--- config.mk ---
export PLATFORM = sky130hd
export DESIGN_NAME = packet_length_char_encoder_flat
export DESIGN_NICKNAME = d
export VERILOG_FILES = /design/src/plce_pkg.sv /design/src/plce_if.sv /design/src/plce_front.sv /design/src/plce_queue.sv /design/src/plce_back.sv /design/src/packet_length_char_encoder.sv /design/src/flat_wrapper.sv
export SDC_FILE = /design/constraint.sdc
export NUM_CORES = 1
export LEC_CHECK = 0
export BUFFER_PORTS_ARGS = -buffer_cell sky130_fd_sc_hd__buf_2
export CORE_AREA = 2 2 101 141
export CTS_BUF_LIST = sky130_fd_sc_hd__clkbuf_4 sky130_fd_sc_hd__clkbuf_8
export DETAILED_ROUTE_END_ITERATION = 8
export DIE_AREA = 0 0 103 143
export PLACE_DENSITY = 0.69
export SLEW_MARGIN = 15
export SYNTH_ARGS = -nofsm -noshare
export SYNTH_HDL_FRONTEND = slang
export SYNTH_SLANG_ARGS = --single-unit
export TNS_END_PERCENT = 1
--- constraint.sdc ---
create_clock -name clock -period 6.1 [get_ports clock]
set_input_delay 0 -clock clock [delete_from_list [all_inputs] [get_ports clock]]
set_output_delay 0 -clock clock [all_outputs]
set_load 0.005 [all_outputs]
--- src/plce_pkg.sv ---
// Package with widths, constants and types of the packet length encoder.
`default_nettype none
package plce_pkg;

   localparam int CODE_W = 7;
   localparam int LEN_W = 11;
   localparam int ML_W = 6;
   localparam int ML_RESET = 1;
   localparam int MAX_CHARS_DEF = 44;
   localparam int ADDR_W = 3;
   localparam int DATA_W = 32;

   localparam int REG_MESSAGE_LENGTH = 0;

   localparam int BASE_LEN = 402;
   localparam int STEP_LEN = 20;
   localparam int UNIT_OFS = 10;
   localparam int CODE_OFS = 32;
   localparam int HDR_A = 276;
   localparam int HDR_B = 341;
   localparam int HDR_C = 342;
   localparam int HDR_D = 1302;

   localparam int TENS_MUL = 205;
   localparam int TENS_SHIFT = 11;

   localparam int QUEUE_DEPTH = 2;

   localparam int STEP_W = 4;
   localparam int STEP_HDR_PAIRS = 6;
   localparam int STEP_CHAR = 10;
   localparam int STEP_UNITS = 12;
   localparam int STEP_LAST = 13;

   typedef struct packed {
      logic             hdr;
      logic [LEN_W-1:0] hdr_c;
      logic [LEN_W-1:0] hdr_d;
      logic [LEN_W-1:0] len_t;
      logic [LEN_W-1:0] len_u;
   } desc_type;

endpackage
`default_nettype wire

--- src/plce_if.sv ---
// Valid/ready channel interfaces for characters and packet lengths.
`default_nettype none
interface plce_req_if;
   logic                        valid;
   logic                        ready;
   logic [plce_pkg::CODE_W-1:0] char_code;

   modport source (output valid, output char_code, input ready);
   modport sink (input valid, input char_code, output ready);
endinterface

interface plce_rsp_if;
   logic                       valid;
   logic                       ready;
   logic [plce_pkg::LEN_W-1:0] packet_length;
   logic                       last_of_run;

   modport source (output valid, output packet_length, output last_of_run, input ready);
   modport sink (input valid, input packet_length, input last_of_run, output ready);
endinterface
`default_nettype wire

--- src/plce_front.sv ---
// Front end: accepts characters, tracks the index and computes the lengths.
`default_nettype none
module plce_front #(
   parameter int MAX_CHARS = plce_pkg::MAX_CHARS_DEF,
   parameter int IDX_W = $clog2(MAX_CHARS + 1)
) (
   input  wire logic                      clock,
   input  wire logic                      reset,
   plce_req_if.sink                       req_bus,
   input  wire logic [plce_pkg::ML_W-1:0] message_length,
   input  wire logic                      q_full,
   output logic                           q_push,
   output plce_pkg::desc_type             q_data
);

   logic [IDX_W-1:0] char_index_ff;
   logic [IDX_W-1:0] char_index_in;
   logic [IDX_W-1:0] n;
   logic [IDX_W-1:0] idx;
   logic [IDX_W:0]   idx_inc;
   logic [plce_pkg::CODE_W-1:0] code;
   logic [plce_pkg::CODE_W-1:0] v;
   logic [plce_pkg::CODE_W+7:0] prod;
   logic [3:0] tens;
   logic [3:0] units;
   logic [plce_pkg::LEN_W-1:0] base;

   assign req_bus.ready = !q_full;
   assign q_push = req_bus.valid && !q_full;

   always_comb begin
      if (message_length == '0) begin
         n = IDX_W'(1);
      end else if (32'(message_length) > MAX_CHARS) begin
         n = IDX_W'(MAX_CHARS);
      end else begin
         n = IDX_W'(message_length);
      end

      idx = (char_index_ff >= n) ? '0 : char_index_ff;
      idx_inc = {1'b0, idx} + 1'b1;
      char_index_in = (idx_inc >= {1'b0, n}) ? '0 : idx_inc[IDX_W-1:0];

      code = (32'(req_bus.char_code) < plce_pkg::CODE_OFS) ?
             plce_pkg::CODE_W'(plce_pkg::CODE_OFS) : req_bus.char_code;
      v = code - plce_pkg::CODE_W'(plce_pkg::CODE_OFS);
      prod = {8'b0, v} * (plce_pkg::CODE_W + 8)'(plce_pkg::TENS_MUL);
      tens = 4'(prod >> plce_pkg::TENS_SHIFT);
      units = 4'(v - plce_pkg::CODE_W'(tens) * plce_pkg::CODE_W'(10));

      base = plce_pkg::LEN_W'(plce_pkg::BASE_LEN + plce_pkg::STEP_LEN * 32'(idx));

      q_data.hdr = (idx == '0);
      q_data.hdr_c = plce_pkg::LEN_W'(plce_pkg::HDR_C + 32'(n) - 1);
      q_data.hdr_d = plce_pkg::LEN_W'(plce_pkg::HDR_D + 32'(n) - 1);
      q_data.len_t = base + plce_pkg::LEN_W'(tens);
      q_data.len_u = base + plce_pkg::LEN_W'(plce_pkg::UNIT_OFS) + plce_pkg::LEN_W'(units);
   end

   always_ff @(posedge clock) begin
      if (reset) begin
         char_index_ff <= '0;
      end else if (q_push) begin
         char_index_ff <= char_index_in;
      end
   end

endmodule
`default_nettype wire

--- src/plce_queue.sv ---
// Short queue of character descriptors between the front and back ends.
`default_nettype none
module plce_queue (
   input  wire logic               clock,
   input  wire logic               reset,
   input  wire logic               push,
   input  plce_pkg::desc_type      push_data,
   output logic                    full,
   input  wire logic               pop,
   output plce_pkg::desc_type      head,
   output logic                    empty
);

   localparam int PTR_W = (plce_pkg::QUEUE_DEPTH > 1) ? $clog2(plce_pkg::QUEUE_DEPTH) : 1;
   localparam int CNT_W = $clog2(plce_pkg::QUEUE_DEPTH + 1);

   plce_pkg::desc_type entry_ff [plce_pkg::QUEUE_DEPTH];
   logic [PTR_W-1:0] wr_ptr_ff;
   logic [PTR_W-1:0] wr_ptr_in;
   logic [PTR_W-1:0] rd_ptr_ff;
   logic [PTR_W-1:0] rd_ptr_in;
   logic [CNT_W-1:0] count_ff;
   logic [CNT_W-1:0] count_in;

   assign full = (count_ff == CNT_W'(plce_pkg::QUEUE_DEPTH));
   assign empty = (count_ff == '0);
   assign head = entry_ff[rd_ptr_ff];

   always_comb begin
      wr_ptr_in = wr_ptr_ff;
      rd_ptr_in = rd_ptr_ff;
      count_in = count_ff;
      if (push) begin
         wr_ptr_in = (wr_ptr_ff == PTR_W'(plce_pkg::QUEUE_DEPTH - 1)) ? '0 : wr_ptr_ff + 1'b1;
      end
      if (pop) begin
         rd_ptr_in = (rd_ptr_ff == PTR_W'(plce_pkg::QUEUE_DEPTH - 1)) ? '0 : rd_ptr_ff + 1'b1;
      end
      if (push && !pop) begin
         count_in = count_ff + 1'b1;
      end else if (pop && !push) begin
         count_in = count_ff - 1'b1;
      end
   end

   always_ff @(posedge clock) begin
      if (reset) begin
         wr_ptr_ff <= '0;
         rd_ptr_ff <= '0;
         count_ff <= '0;
      end else begin
         wr_ptr_ff <= wr_ptr_in;
         rd_ptr_ff <= rd_ptr_in;
         count_ff <= count_in;
      end
   end

   always_ff @(posedge clock) begin
      if (push) begin
         entry_ff[wr_ptr_ff] <= push_data;
      end
   end

endmodule
`default_nettype wire

--- src/plce_back.sv ---
// Back end: walks each descriptor and sends one packet length per cycle while the output is not stalled.
`default_nettype none
module plce_back (
   input  wire logic          clock,
   input  wire logic          reset,
   input  plce_pkg::desc_type head,
   input  wire logic          empty,
   output logic               pop,
   plce_rsp_if.source         rsp_bus
);

   logic [plce_pkg::STEP_W-1:0] step_ff;
   logic [plce_pkg::STEP_W-1:0] step_in;
   logic [plce_pkg::STEP_W-1:0] step;
   logic                        valid_ff;
   logic                        valid_in;
   logic [plce_pkg::LEN_W-1:0]  len_ff;
   logic [plce_pkg::LEN_W-1:0]  len_in;
   logic                        last_ff;
   logic                        last_in;
   logic                        advance;
   logic                        emit;

   assign rsp_bus.valid = valid_ff;
   assign rsp_bus.packet_length = len_ff;
   assign rsp_bus.last_of_run = last_ff;

   always_comb begin
      advance = !valid_ff || rsp_bus.ready;
      emit = advance && !empty;

      step = (step_ff == '0 && !head.hdr) ?
             plce_pkg::STEP_W'(plce_pkg::STEP_CHAR) : step_ff;

      if (step < plce_pkg::STEP_W'(plce_pkg::STEP_HDR_PAIRS)) begin
         len_in = step[0] ? plce_pkg::LEN_W'(plce_pkg::HDR_B) : plce_pkg::LEN_W'(plce_pkg::HDR_A);
      end else if (step < plce_pkg::STEP_W'(plce_pkg::STEP_CHAR)) begin
         len_in = step[0] ? head.hdr_d : head.hdr_c;
      end else if (step < plce_pkg::STEP_W'(plce_pkg::STEP_UNITS)) begin
         len_in = head.len_t;
      end else begin
         len_in = head.len_u;
      end
      last_in = (step == plce_pkg::STEP_W'(plce_pkg::STEP_LAST));

      pop = emit && last_in;
      valid_in = advance ? !empty : valid_ff;
      step_in = step_ff;
      if (emit) begin
         step_in = last_in ? '0 : step + 1'b1;
      end
   end

   always_ff @(posedge clock) begin
      if (reset) begin
         valid_ff <= 1'b0;
         step_ff <= '0;
      end else begin
         valid_ff <= valid_in;
         step_ff <= step_in;
      end
   end

   always_ff @(posedge clock) begin
      if (emit) begin
         len_ff <= len_in;
         last_ff <= last_in;
      end
   end

endmodule
`default_nettype wire

--- src/packet_length_char_encoder.sv ---
// A character's first length is registered in the descriptor queue, then in the back
// end's output register. The back end sends one packet length per cycle while not
// stalled, from a step counter that adds header steps for a message's first character.
// A two-entry descriptor queue lets the front accept while the back is busy.
// Reset is synchronous: it zeroes the index, empties the queue and output, and
// sets message_length to 1.
`default_nettype none
module packet_length_char_encoder #(
   parameter int MAX_CHARS = plce_pkg::MAX_CHARS_DEF
) (
   input  wire logic                        clock,
   input  wire logic                        reset,
   plce_req_if.sink                         req_bus,
   plce_rsp_if.source                       rsp_bus,
   input  wire logic                        psel,
   input  wire logic                        penable,
   input  wire logic                        pwrite,
   input  wire logic [plce_pkg::ADDR_W-1:0] paddr,
   input  wire logic [plce_pkg::DATA_W-1:0] pwdata,
   output logic      [plce_pkg::DATA_W-1:0] prdata,
   output logic                             pready
);

   localparam int IDX_W = $clog2(MAX_CHARS + 1);

   logic [plce_pkg::ML_W-1:0] message_length_ff;
   logic                      reg_hit;
   logic                      q_push;
   logic                      q_full;
   logic                      q_pop;
   logic                      q_empty;
   plce_pkg::desc_type        q_data;
   plce_pkg::desc_type        q_head;

   assign pready = 1'b1;
   assign reg_hit = (paddr[plce_pkg::ADDR_W-1] == 1'(plce_pkg::REG_MESSAGE_LENGTH));
   assign prdata = reg_hit ? plce_pkg::DATA_W'(message_length_ff) : '0;

   always_ff @(posedge clock) begin
      if (reset) begin
         message_length_ff <= plce_pkg::ML_W'(plce_pkg::ML_RESET);
      end else if (psel && penable && pwrite && pready && reg_hit) begin
         message_length_ff <= pwdata[plce_pkg::ML_W-1:0];
      end
   end

   plce_front #(
      .MAX_CHARS (MAX_CHARS),
      .IDX_W     (IDX_W)
   ) u_front (
      .clock          (clock),
      .reset          (reset),
      .req_bus        (req_bus),
      .message_length (message_length_ff),
      .q_full         (q_full),
      .q_push         (q_push),
      .q_data         (q_data)
   );

   plce_queue u_queue (
      .clock     (clock),
      .reset     (reset),
      .push      (q_push),
      .push_data (q_data),
      .full      (q_full),
      .pop       (q_pop),
      .head      (q_head),
      .empty     (q_empty)
   );

   plce_back u_back (
      .clock   (clock),
      .reset   (reset),
      .head    (q_head),
      .empty   (q_empty),
      .pop     (q_pop),
      .rsp_bus (rsp_bus)
   );

endmodule
`default_nettype wire

--- src/flat_wrapper.sv ---
// flat-port wrapper written by rule: the top's interface ports become plain ports
module packet_length_char_encoder_flat 
#(
   parameter int MAX_CHARS = plce_pkg::MAX_CHARS_DEF
)
  (clock, reset, psel, penable, pwrite, paddr, pwdata, prdata, pready, req_bus_valid, req_bus_char_code, req_bus_ready, rsp_bus_valid, rsp_bus_packet_length, rsp_bus_last_of_run, rsp_bus_ready);
  plce_req_if req_bus_i ();
  plce_rsp_if rsp_bus_i ();
  input  wire logic clock;
  input  wire logic reset;
  input  wire logic psel;
  input  wire logic penable;
  input  wire logic pwrite;
  input  wire logic [plce_pkg::ADDR_W-1:0] paddr;
  input  wire logic [plce_pkg::DATA_W-1:0] pwdata;
  output logic      [plce_pkg::DATA_W-1:0] prdata;
  output logic pready;
  input wire logic [$bits(req_bus_i.valid)-1:0] req_bus_valid;
  input wire logic [$bits(req_bus_i.char_code)-1:0] req_bus_char_code;
  output wire logic [$bits(req_bus_i.ready)-1:0] req_bus_ready;
  output wire logic [$bits(rsp_bus_i.valid)-1:0] rsp_bus_valid;
  output wire logic [$bits(rsp_bus_i.packet_length)-1:0] rsp_bus_packet_length;
  output wire logic [$bits(rsp_bus_i.last_of_run)-1:0] rsp_bus_last_of_run;
  input wire logic [$bits(rsp_bus_i.ready)-1:0] rsp_bus_ready;
  assign req_bus_i.valid = req_bus_valid;
  assign req_bus_i.char_code = req_bus_char_code;
  assign req_bus_ready = req_bus_i.ready;
  assign rsp_bus_valid = rsp_bus_i.valid;
  assign rsp_bus_packet_length = rsp_bus_i.packet_length;
  assign rsp_bus_last_of_run = rsp_bus_i.last_of_run;
  assign rsp_bus_i.ready = rsp_bus_ready;
  packet_length_char_encoder #(.MAX_CHARS(MAX_CHARS)) u_core (.clock(clock), .reset(reset), .req_bus(req_bus_i), .rsp_bus(rsp_bus_i), .psel(psel), .penable(penable), .pwrite(pwrite), .paddr(paddr), .pwdata(pwdata), .prdata(prdata), .pready(pready));
endmodule
[After elaboration in Yosys (flattened, before gate mapping)]
Memories as Yosys holds them, arrays and structs flattened. A register that Yosys moved wholly into a read port is not among the register bits.
Cells that the tools add are included.
Word-level totals
  register bits: 33
  bits in latches: 0
  RAM bits: 90
  memory bits (read-only): 0
  input port bits: 49
  memories: 1
Operators by class
  add/subtract/negate cells: 16
  $mul: 3
  divide/modulo/power cells: 0
  order comparisons: 7
  equality and inequality tests: 2
  shift operators: 0
  mux-type cells: 21
  bitwise logic cells: 1
  reductions and logical operators: 21
Memory list
  u_core.u_queue.entry_ff: depth 2, width 45, read ports 1, clocked after memory_dff 1, wr ports 1, RTL line plce_queue.sv:17  | plce_pkg::desc_type entry_ff [plce_pkg::QUEUE_DEPTH];
Operator list (number)
  $mux W11: 4
  $mux W6: 5
  $add A11 B4 Y11: 2
  $mul A7 B8 Y15 const B: 1
  $mux W7: 2
  $logic_not A6 Y1: 2
  $add A11 B4 Y11 const B: 1
  $add A11 B6 Y11 const A: 1
  $add A9 B11 Y11 const A: 1
  $sub A10 B1 Y11 const B: 1
  $sub A11 B1 Y11 const B: 1
  $add A9 B6 Y10 const A: 1
  $logic_and A1 B1 Y1: 9
  $mul A3 B6 Y9 const A: 1
  $lt A4 B4 Y1 const B: 2
  $mux W4: 2
  $add A6 B1 Y7 const B: 1
  $ge A7 B6 Y1: 1
  $lt A7 B6 Y1 const B: 1
  $sub A7 B6 Y7 const B: 1
  $ge A6 B6 Y1: 1
  $gt A6 B6 Y1 const B: 1
  $logic_not A1 Y1: 6
  $mux W1: 6
  other kinds (15): 17

[Depth between registers and ports, before layout]
Gate-level depths: netlist of run 1.
  word-level depth: 9
  mapped depth: 27

[Modules after synthesis]
From an unflattened synthesis of run 1, not the netlist that was laid out.
Unflattened totals
  cell total of the unflattened synthesis: 650
  area, all modules: 7649.8 sq um
By module, submodules not included
  plce_queue: times used 1, cells an instance 162, area an instance 3467.1 sq um
  plce_front: times used 1, cells an instance 312, area an instance 2508.7 sq um
  plce_back: times used 1, cells an instance 114, area an instance 1136.1 sq um
  packet_length_char_encoder: times used 1, cells an instance 62, area an instance 538.0 sq um

[Least setup slack after synthesis of run 1]
OpenSTA, ideal clock, no wires.
  kind: input to register
  start: in req_bus_char_code[6]
  end: mem u_core.u_queue.entry_ff[0][9] in the netlist's numbering (data pin)
  setup time: 268 ps
  arrival: 5268 ps
  data required time: 5832 ps
  path slack: 564 ps
  stages on the path: 25
  buffers on the path: 0
  cells stage by stage: nor2_1 nor2b_1 ha_1 ha_1 fa_1 inv_1 fa_1 inv_1 ha_1 a31oi_1 o31ai_2 a211o_2 a211oi_2 nor2_1 fa_1 xor2_1 xnor2_1 xnor2_1 ha_1 inv_1 ha_1 inv_1 fa_1 nor3b_1 xnor2_1
RTL lines
  start, declared: RTL line flat_wrapper.sv:19  | input wire logic [$bits(req_bus_i.char_code)-1:0] req_bus_char_code;
  end, declared: RTL line plce_queue.sv:17

==> metrics.md, run 1 <==
| Metric | Value |
|---|---|
| Worst Max-Slew Pin Slew | 0.8231 ns |
| Prevailing post-synth register cell | sky130_fd_sc_hd__edfxtp_1 |
| Clk Latency, worst-skew pair | 0.37 ns |
| Post-synthesis cell area | 6330 sq um |
| Synthesis-to-layout area growth | 9.547% |
| Setup slack at placement | 0.1235 ns |
| Total of buffers placed on input and output ports | 40 |
| Total of hold buffers inserted after clock tree synthesis | 7 |
| Starting density of the core | 47.28% |
| Die Span X | 103 um |
| Global placement routability congestion | 0.8499 |
| Total Nets Final | 727 |
| Via count of the first global-routing pass | 4171 |
| Master cell of the clock root buffer | sky130_fd_sc_hd__clkbuf_8 |
| Number of DRC markers after the initial detailed-route iteration | 172 |
| Leading area contributor after synthesis | sky130_fd_sc_hd__edfxtp_1 |
| Routing layer with the top usage in global route | met2 |
| Synth Register Bits | 98 |
| Remaining number of nets flagged by the antenna check after routing | 0 |
| Synth area leaders | sky130_fd_sc_hd__edfxtp_1 (36%), sky130_fd_sc_hd__ha_1 (13%), sky130_fd_sc_hd__dfxtp_1 (7.0%) |
| Flop-to-flop setup slack | 0.69 ns |
| Die footprint | 14730 sq um |
| Final number of max-transition violations | 0 |
| Number of buffers inserted during clock tree synthesis | 9 |
| Most common library cells after synthesis | sky130_fd_sc_hd__edfxtp_1 (76), sky130_fd_sc_hd__ha_1 (65), sky130_fd_sc_hd__inv_1 (51) |
| Crit path launch type | input pin |
| Worst Path Class, Setup | in -> reg |
| Class of the worst hold path | in -> reg |
| Static Leakage | 2.943 nW |
| Gr usage total | 16.69% |
| Minimum setup slack in the final design | 0.5397 ns |
| Clock tree from TritonCTS | yes |
| H-tree levels | 3 |
| Vias per inst | 5.202 |
| Distinct cell type count of the synthesized netlist | 67 |
| Clock transition at the register clock pins on the worst setup and hold paths after CTS | 0.11 ns |
| Status | finished, final reports clean |
| Number of enable flip-flop cells after synthesis | 76 |
| Placed instance area | 6636 sq um |
| Worst-case headroom to the max-slew limit | 44.99% |
| CORE AREA | 13390 sq um |
| Aggregate global routing overflow | 0 |
| Wirelength, routed | 11600 um |
| Clock Tree Buf Depth | 2 |
| Number of placed instances, taps included | 765 |
| Maximum number of pins on one net before global-route repair | 34 |
| Count of instances resized after the clock tree is built | 0 |
| Post-synthesis sequential area ratio | 43.01% |
| Arrival time at the worst endpoint | 5.67 ns |
| Critical path fanouts, max | 8 |
| Share of synthesized flip-flops with an asynchronous set or reset | 0% |
| Hold Vio Cnt, Final | 0 |
| Post-DP HPWL | 9182 um |
| Synthesized area per cell | 11.41 sq um |
| Antenna violations before repair | 0 |
| Number of max-cap violations | 0 |
| Met2 global-route usage | 31.03% |
| Most instantiated library cell after synthesis | sky130_fd_sc_hd__edfxtp_1 |
| Total number of placement rows | 50 |
| Final worst clock skew | 0.01798 ns |
| Worst supply voltage drop on vdd | 0.1459 mV |
| Number of clock sinks | 98 |
| Fraction of synthesized cell area taken by the top area cell type | 36.05% |
| Top Ports | 96 |
| Power density over the cells | 264.0 nW/um^2 |
| Number of cells produced by synthesis | 555 |
| Final critical path time including I/O delays and setup | 5.560 ns |
| Endpoints failing setup | 0 |
| Met1 Track Usage GR | 18.52% |
| 1st-pass router iterations | 4 |
| DR WL/cell | 14.72 um |
| GRT met3 Usage | 2.692% |
| Period utilisation layout | 91.15% |
| Number of antenna repair diodes | 0 |
| Die Y | 143 um |
| Peak Freq | 179.8 MHz |
| Critical Path Sink Type | register |
| Endpoint required time on the critical path | 6.21 ns |
| DRC Markers | 0 |
| Setup TNS Final | 0 ns |
| Total number of yosys warnings | 0 |
| Wire length of the first global-routing pass | 19290 um |
| Setup repair after global routing missed its margin | no |
| Design area | 6934 sq um |
| Filler cells | 1197 |
| Total number of vias | 4099 |
| Post-route insts no fill | 788 |
| Share of cells above drive strength 1 | 16.50% |
| Total setup buffers inserted after CTS | 0 |
[critical path, stage by stage]
cell and delay (ns):
sky130_fd_sc_hd__buf_2 0.15, sky130_fd_sc_hd__o21ai_2 0.25, sky130_fd_sc_hd__inv_1 0.11, sky130_fd_sc_hd__ha_1 0.33
sky130_fd_sc_hd__ha_1 0.29, sky130_fd_sc_hd__inv_1 0.05, sky130_fd_sc_hd__fa_1 0.42, sky130_fd_sc_hd__fa_1 0.52
sky130_fd_sc_hd__inv_1 0.05, sky130_fd_sc_hd__ha_1 0.29, sky130_fd_sc_hd__a31oi_1 0.17, sky130_fd_sc_hd__o31ai_2 0.10
sky130_fd_sc_hd__a211o_2 0.33, sky130_fd_sc_hd__xor2_1 0.20, sky130_fd_sc_hd__ha_1 0.23, sky130_fd_sc_hd__fa_1 0.38
sky130_fd_sc_hd__xor2_1 0.18, sky130_fd_sc_hd__xnor2_1 0.13, sky130_fd_sc_hd__xnor2_1 0.14, sky130_fd_sc_hd__ha_1 0.27
sky130_fd_sc_hd__inv_1 0.06, sky130_fd_sc_hd__ha_1 0.15, sky130_fd_sc_hd__inv_1 0.06, sky130_fd_sc_hd__fa_1 0.43
sky130_fd_sc_hd__nor3b_1 0.27, sky130_fd_sc_hd__xnor2_1 0.11
[cell families (layout without fill, tap and decap cells)]
| kind of cell | Yosys count | count (layout) | share of synthesized area, % |
|---|---|---|---|
| AO/OA/AOI/OAI | 88 | 88 | 9.903 |
| XOR/XNOR | 37 | 37 | 5.772 |
| adder cells (fa/ha/maj) | 77 | 77 | 16.64 |
| buffers and inverters | 95 | 121 | 7.333 |
| flip-flops | 98 | 98 | 43.01 |
| multiplexers | 26 | 26 | 6.503 |
| other | 2 | 27 | 0.1186 |
| AND/OR/NAND/NOR | 132 | 132 | 10.71 |
[layer usage]
metal | wire [um] | up-vias | share of wire [%]
met3 | 332 | 20 | 2.9
met2 | 6469 | 80 | 56
met1 | 4482 | 1991 | 39
met5 | 0 | - | 0
met4 | 313 | 0 | 2.7
li1 | - | 2008 | -
[state kept, by name (all words and copies together), names as in the netlist, named ones only]
signal / cells
u_core.u_back.step_ff: 4
u_core.message_length_ff: 6
u_core.u_queue.entry_ff: 64
u_core.u_back.rsp_bus.packet_length: 11
u_core.u_back.rsp_bus.valid: 1
u_core.u_back.rsp_bus.last_of_run: 1
u_core.u_front.char_index_ff: 6
u_core.u_queue.wr_ptr_ff: 1
u_core.u_queue.count_ff: 2
u_core.u_queue.rd_ptr_ff: 1
[where the power goes]
| group | total [W] | switching (W) | internal (W) |
|---|---|---|---|
| Combinational | 0.000491 | 0.000284 | 0.000207 |
| Sequential | 0.000868 | 0.0000304 | 0.000838 |
| Clock | 0.000471 | 0.000234 | 0.000238 |
| Total | 0.00183 | 0.000548 | 0.00128 |
[placed cells by master (no fill, tap or decap), types with 12 or more instances in the layout]
cell | netlist | routed
sky130_fd_sc_hd__ha_1 | 65 | 65
sky130_fd_sc_hd__nor2_1 | 50 | 48
sky130_fd_sc_hd__fa_1 | 12 | 12
sky130_fd_sc_hd__buf_2 | 5 | 40
sky130_fd_sc_hd__inv_1 | 51 | 51
sky130_fd_sc_hd__mux4_2 | 12 | 12
sky130_fd_sc_hd__xnor2_1 | 20 | 20
sky130_fd_sc_hd__nand2_1 | 21 | 21
sky130_fd_sc_hd__xor2_1 | 13 | 13
sky130_fd_sc_hd__conb_1 | 2 | 27
sky130_fd_sc_hd__dfxtp_1 | 22 | 22
sky130_fd_sc_hd__a21oi_1 | 25 | 25
sky130_fd_sc_hd__mux2i_1 | 13 | 13
sky130_fd_sc_hd__o21ai_0 | 14 | 14
sky130_fd_sc_hd__nor2b_1 | 12 | 12
sky130_fd_sc_hd__edfxtp_1 | 76 | 76
[metrics by stage]
stage	total power (W)	utilization (%)	hold slack, ns
floorplan	0.001242	-	0.02691
global placement	0.001344	49.57	0.2262
detailed placement	0.001376	49.57	0.2459
CTS	0.001847	51.79	0.02623
global route	0.001946	51.79	0.05046
finish	0.001831	51.79	0.04638
[path summary, 6_finish.rpt]
| check | startpoint | end | cells past startpoint |
|---|---|---|---|
| setup / recovery | req_bus_char_code[6] | u_core.u_queue.entry_ff[0][9] | 26 |
| hold / removal | reset | u_core.u_queue.wr_ptr_ff | 2 |
| setup reg to reg | u_core.message_length_ff[1] | u_core.u_queue.entry_ff[0][21] | 20 |
| hold reg to reg | u_core.u_back.rsp_bus.valid | u_core.u_back.rsp_bus.valid | 2 |
[final cells by class]
cell class	count	area (sq um)	share of cell area (%)
Tap cell	182	227.7	3.284
Sequential cell	98	2723	39.26
Clock buffer	9	123.9	1.786
Timing Repair Buffer	54	322.8	4.655
Inverter	51	191.4	2.761
Multi-Input combinational cell	387	3242	46.75
Clock inverter	7	103.9	1.498
(Power assumes the default switching activity.)
==> run 2, diff against run 1 <==
--- a/config.mk
+++ b/config.mk
@@ -5,11 +5,12 @@
 export SDC_FILE = /design/constraint.sdc
 export NUM_CORES = 1
 export LEC_CHECK = 0
+export ABC_AREA = 1
 export BUFFER_PORTS_ARGS = -buffer_cell sky130_fd_sc_hd__buf_2
-export CORE_AREA = 2 2 101 141
+export CORE_AREA = 2 2 102 144
 export CTS_BUF_LIST = sky130_fd_sc_hd__clkbuf_4 sky130_fd_sc_hd__clkbuf_8
 export DETAILED_ROUTE_END_ITERATION = 8
-export DIE_AREA = 0 0 103 143
+export DIE_AREA = 0 0 104 146
 export PLACE_DENSITY = 0.69
 export SLEW_MARGIN = 15
 export SYNTH_ARGS = -nofsm -noshare
==> run 2 against run 1 <==
Sequential share of layout area is 1.4 points lower. Non-clock buffer count up 4. Combinational power fell by 3%. Routed wire length increased by 3.6%. Worst hold slack lost 0.0022 ns. Sequential cell count did not move. Synthesized cell count increased by 32%. Largest cell class unchanged. Largest power group unchanged.
==> metrics.md, run 2 <==
| Metric | Value |
|---|---|
| Status | finished, final reports clean |
| Total of hold buffers inserted after clock tree synthesis | 10 |
| Power density over the cells | 244.2 nW/um^2 |
| Synth area leaders | sky130_fd_sc_hd__edfxtp_1 (35%), sky130_fd_sc_hd__ha_1 (12%), sky130_fd_sc_hd__nand2_1 (7.9%) |
| Setup repair after global routing missed its margin | no |
| Number of buffers inserted during clock tree synthesis | 9 |
| Hold Vio Cnt, Final | 0 |
| DRC Markers | 0 |
| Arrival time at the worst endpoint | 5.68 ns |
| Flop-to-flop setup slack | 1.48 ns |
| Final core utilization | 52.17% |
| Synthesized area per cell | 8.968 sq um |
| Final critical path time including I/O delays and setup | 5.559 ns |
| Net switching component of the power | 0.0005489 W |
| Max FFs per register | 64 |
| Total power after layout | 0.001756 W |
| Crit-path max cell delay | 0.50 ns |
| Synth Register Bits | 98 |
| Sequential Area | 2723 sq um |
| Clock transition at the register clock pins on the worst setup and hold paths after CTS | 0.10 ns |
| Total of buffers placed on input and output ports | 40 |
| DR WL/cell | 12.32 um |
| Distinct cell type count of the synthesized netlist | 49 |
| CORE AREA | 13780 sq um |
| Wirelength, routed | 12010 um |
| Endpoint required time on the critical path | 6.22 ns |
| Most common cell after layout, fill and taps aside | sky130_fd_sc_hd__nand2_1 |
| Total Nets Final | 911 |
| Area share of and/or/nand/nor cells after synthesis | 19.73% |
| Class of the worst hold path | in -> reg |
| Portion of netlist area occupied by mux cells | 0.3041% |
| Synthesis-to-layout area growth | 9.238% |
| H-tree levels | 3 |
| Total number of vias | 4742 |
| Number of max-cap violations | 0 |
| Number of DRC markers after the initial detailed-route iteration | 191 |
| Adder-Cell Fraction of Synth Area | 16.00% |
| Total number of yosys warnings | 0 |
| Worst Max-Slew Pin Slew | 0.9282 ns |
| Vias per inst | 4.864 |
| Most common cell on crit path | sky130_fd_sc_hd__nand2_1 |
| CP max stage cell | sky130_fd_sc_hd__fa_1 |
| Period utilisation layout | 91.13% |
| Switching share of power | 31.26% |
| Total setup buffers inserted after CTS | 0 |
| Master cell of the clock root buffer | sky130_fd_sc_hd__clkbuf_8 |
| 1st-pass router iterations | 4 |
| Reg-to-reg critical path endpoint | u_core.u_queue.entry_ff[1][10] |
| Endpoints failing setup | 0 |
| Number of enable flip-flop cells after synthesis | 76 |
| Total number of placement rows | 51 |
| Clock tree from TritonCTS | yes |
| Maximum number of pins on one net before global-route repair | 33 |
| Combinational cell fraction of total power | 27.0% |
| Via count of the first global-routing pass | 4435 |
| Worst supply voltage drop on vdd | 0.1050 mV |
| Top Ports | 96 |
| Share of synthesized flip-flops with an asynchronous set or reset | 0% |
| Remaining number of nets flagged by the antenna check after routing | 0 |
| Fraction of synthesized cell area taken by the top area cell type | 34.67% |
| Most common library cells after synthesis | sky130_fd_sc_hd__nand2_1 (139), sky130_fd_sc_hd__inv_1 (107), sky130_fd_sc_hd__edfxtp_1 (76) |
| Post-DP HPWL | 9366 um |
| Largest register by flop count | u_core.u_queue.entry_ff |
| Gr usage total | 16.45% |
| Static Leakage | 3.331 nW |
| Final number of max-transition violations | 0 |
| Final worst clock skew | 0.01715 ns |
| Dominant combinational cell family by area after synthesis | simple AND/OR/NAND/NOR gates |
| Number of clock sinks | 98 |
| Number of cells produced by synthesis | 734 |
| Number of cells traversed by the worst register-to-register path | 27 |
| Cell depth of the worst min-delay path | 3 |
| Critical Path Sink Type | register |
| Crit path launch type | input pin |
| Xor/xnor share of the synthesized area | 2.661% |
| Global placement routability congestion | 0.8493 |
| Most instantiated library cell after synthesis | sky130_fd_sc_hd__nand2_1 |
| Setup TNS Final | 0 ns |
| Antenna violations before repair | 0 |
| Critical path fanouts, max | 5 |
| Worst Path Class, Setup | in -> reg |
| Starting density of the core | 47.76% |
| Startpoint of the worst-slack reg-to-reg timing path | u_core.message_length_ff[1] |
| Most frequent cells in the layout | sky130_fd_sc_hd__nand2_1 (139), sky130_fd_sc_hd__inv_1 (107), sky130_fd_sc_hd__edfxtp_1 (76) |
| Fraction of power consumed by sequential logic | 48.1% |
| Die Y | 146 um |
| Peak Freq | 179.9 MHz |
| Clk Latency, worst-skew pair | 0.37 ns |
| Clock network fraction of design power | 24.9% |
| Worst-case headroom to the max-slew limit | 38.05% |
| Area occupied by multi-input gates | 3239 sq um |
| Count of instances resized after the clock tree is built | 0 |
| Die Span X | 104 um |
| Share of cells above drive strength 1 | 14.81% |
| Cell Int Power | 0.001207 W |
| Leading area contributor after synthesis | sky130_fd_sc_hd__edfxtp_1 |
| Launch point of the worst hold path | req_bus_char_code[0] |
| Wire length of the first global-routing pass | 20150 um |
| Filler cells | 1304 |
| Prevailing post-synth register cell | sky130_fd_sc_hd__edfxtp_1 |
| Number of antenna repair diodes | 0 |
| Terminating pin of the worst hold path | u_core.u_queue.entry_ff[0][0] |
| Die footprint | 15180 sq um |
| Post-synthesis sequential area ratio | 41.36% |
| Aggregate global routing overflow | 0 |
| Synth Area in Compound Gates | 8.896% |
| Clock Tree Buf Depth | 2 |
| Post-synthesis cell area | 6583 sq um |
run 2: cell type report:
| class | instances | share of cell area [%] |
|---|---|---|
| Clock buffer | 9 | 1.723 |
| Timing Repair Buffer | 58 | 5.011 |
| Sequential cell | 98 | 37.86 |
| Tap cell | 185 | 3.219 |
| Clock inverter | 7 | 1.183 |
| Multi-Input combinational cell | 504 | 45.05 |
| Inverter | 114 | 5.951 |
run 2: how the worst max path moves through the flow:
stage	from	to	depth (start not counted)
2_1_floorplan	req_bus_char_code[6]	u_core.u_queue.entry_ff[0][9]	32
3_3_place_gp	req_bus_char_code[6]	u_core.u_queue.entry_ff[0][9]	33
3_5_place_dp	req_bus_char_code[6]	u_core.u_queue.entry_ff[1][9]	33
4_1_cts	req_bus_char_code[6]	u_core.u_queue.entry_ff[1][9]	34
5_1_grt	req_bus_char_code[6]	u_core.u_queue.entry_ff[1][9]	34
6_report	req_bus_char_code[6]	u_core.u_queue.entry_ff[1][9]	34
run 2: kinds of logic (layout without fill, tap and decap cells):
family	Yosys count	count (layout)
xor+xnor	20	20
fa+ha+maj	77	77
mux	2	2
simple gates	280	280
flops	98	98
other cells	2	27
compound gates	98	98
buf+inv	157	188
run 2: worst max-delay path: cells and delay by family:
kind / cells / cell delay (ns)
AND/OR/NAND/NOR: 14 / 1.48
buffers and inverters: 8 / 0.49
XOR/XNOR: 2 / 0.41
adder cells (fa/ha/maj): 10 / 3.29
run 2: per-layer routing:
layer	GRT usage, %	share of wire (%)	vias to the layer above
li1	-	-	2463
met1	18.05	41	2171
met2	31.15	54	89
met3	2.329	2.6	19
met4	7.230	2.6	0
met5	0	0	-
run 2: power by group through the flow:
stage	clock network, W	logic [W]	registers (W)
after global placement	0	0.000460	0.000860
after detailed placement	0	0.000472	0.000861
after CTS	0.000448	0.000480	0.000846
after floorplan	0	0.000365	0.000858
after global routing	0.000473	0.000552	0.000853
final	0.000437	0.000474	0.000845
run 2: through the flow:
| step | cell area (sq um) | setup slack, ns | cells | hold slack [ns] |
|---|---|---|---|---|
| 3_5_place_dp | 6882 | 0.1100 | 949 | 0.2396 |
| 6_report | 7191 | 0.5408 | 975 | 0.04419 |
| 3_3_place_gp | 6882 | 0.1939 | 949 | 0.2267 |
| 4_1_cts | 7191 | 0.5086 | 975 | 0.02958 |
| 2_1_floorplan | 6676 | 0.7227 | 759 | 0.03110 |
| 5_1_grt | 7191 | 0.04083 | 975 | 0.03318 |
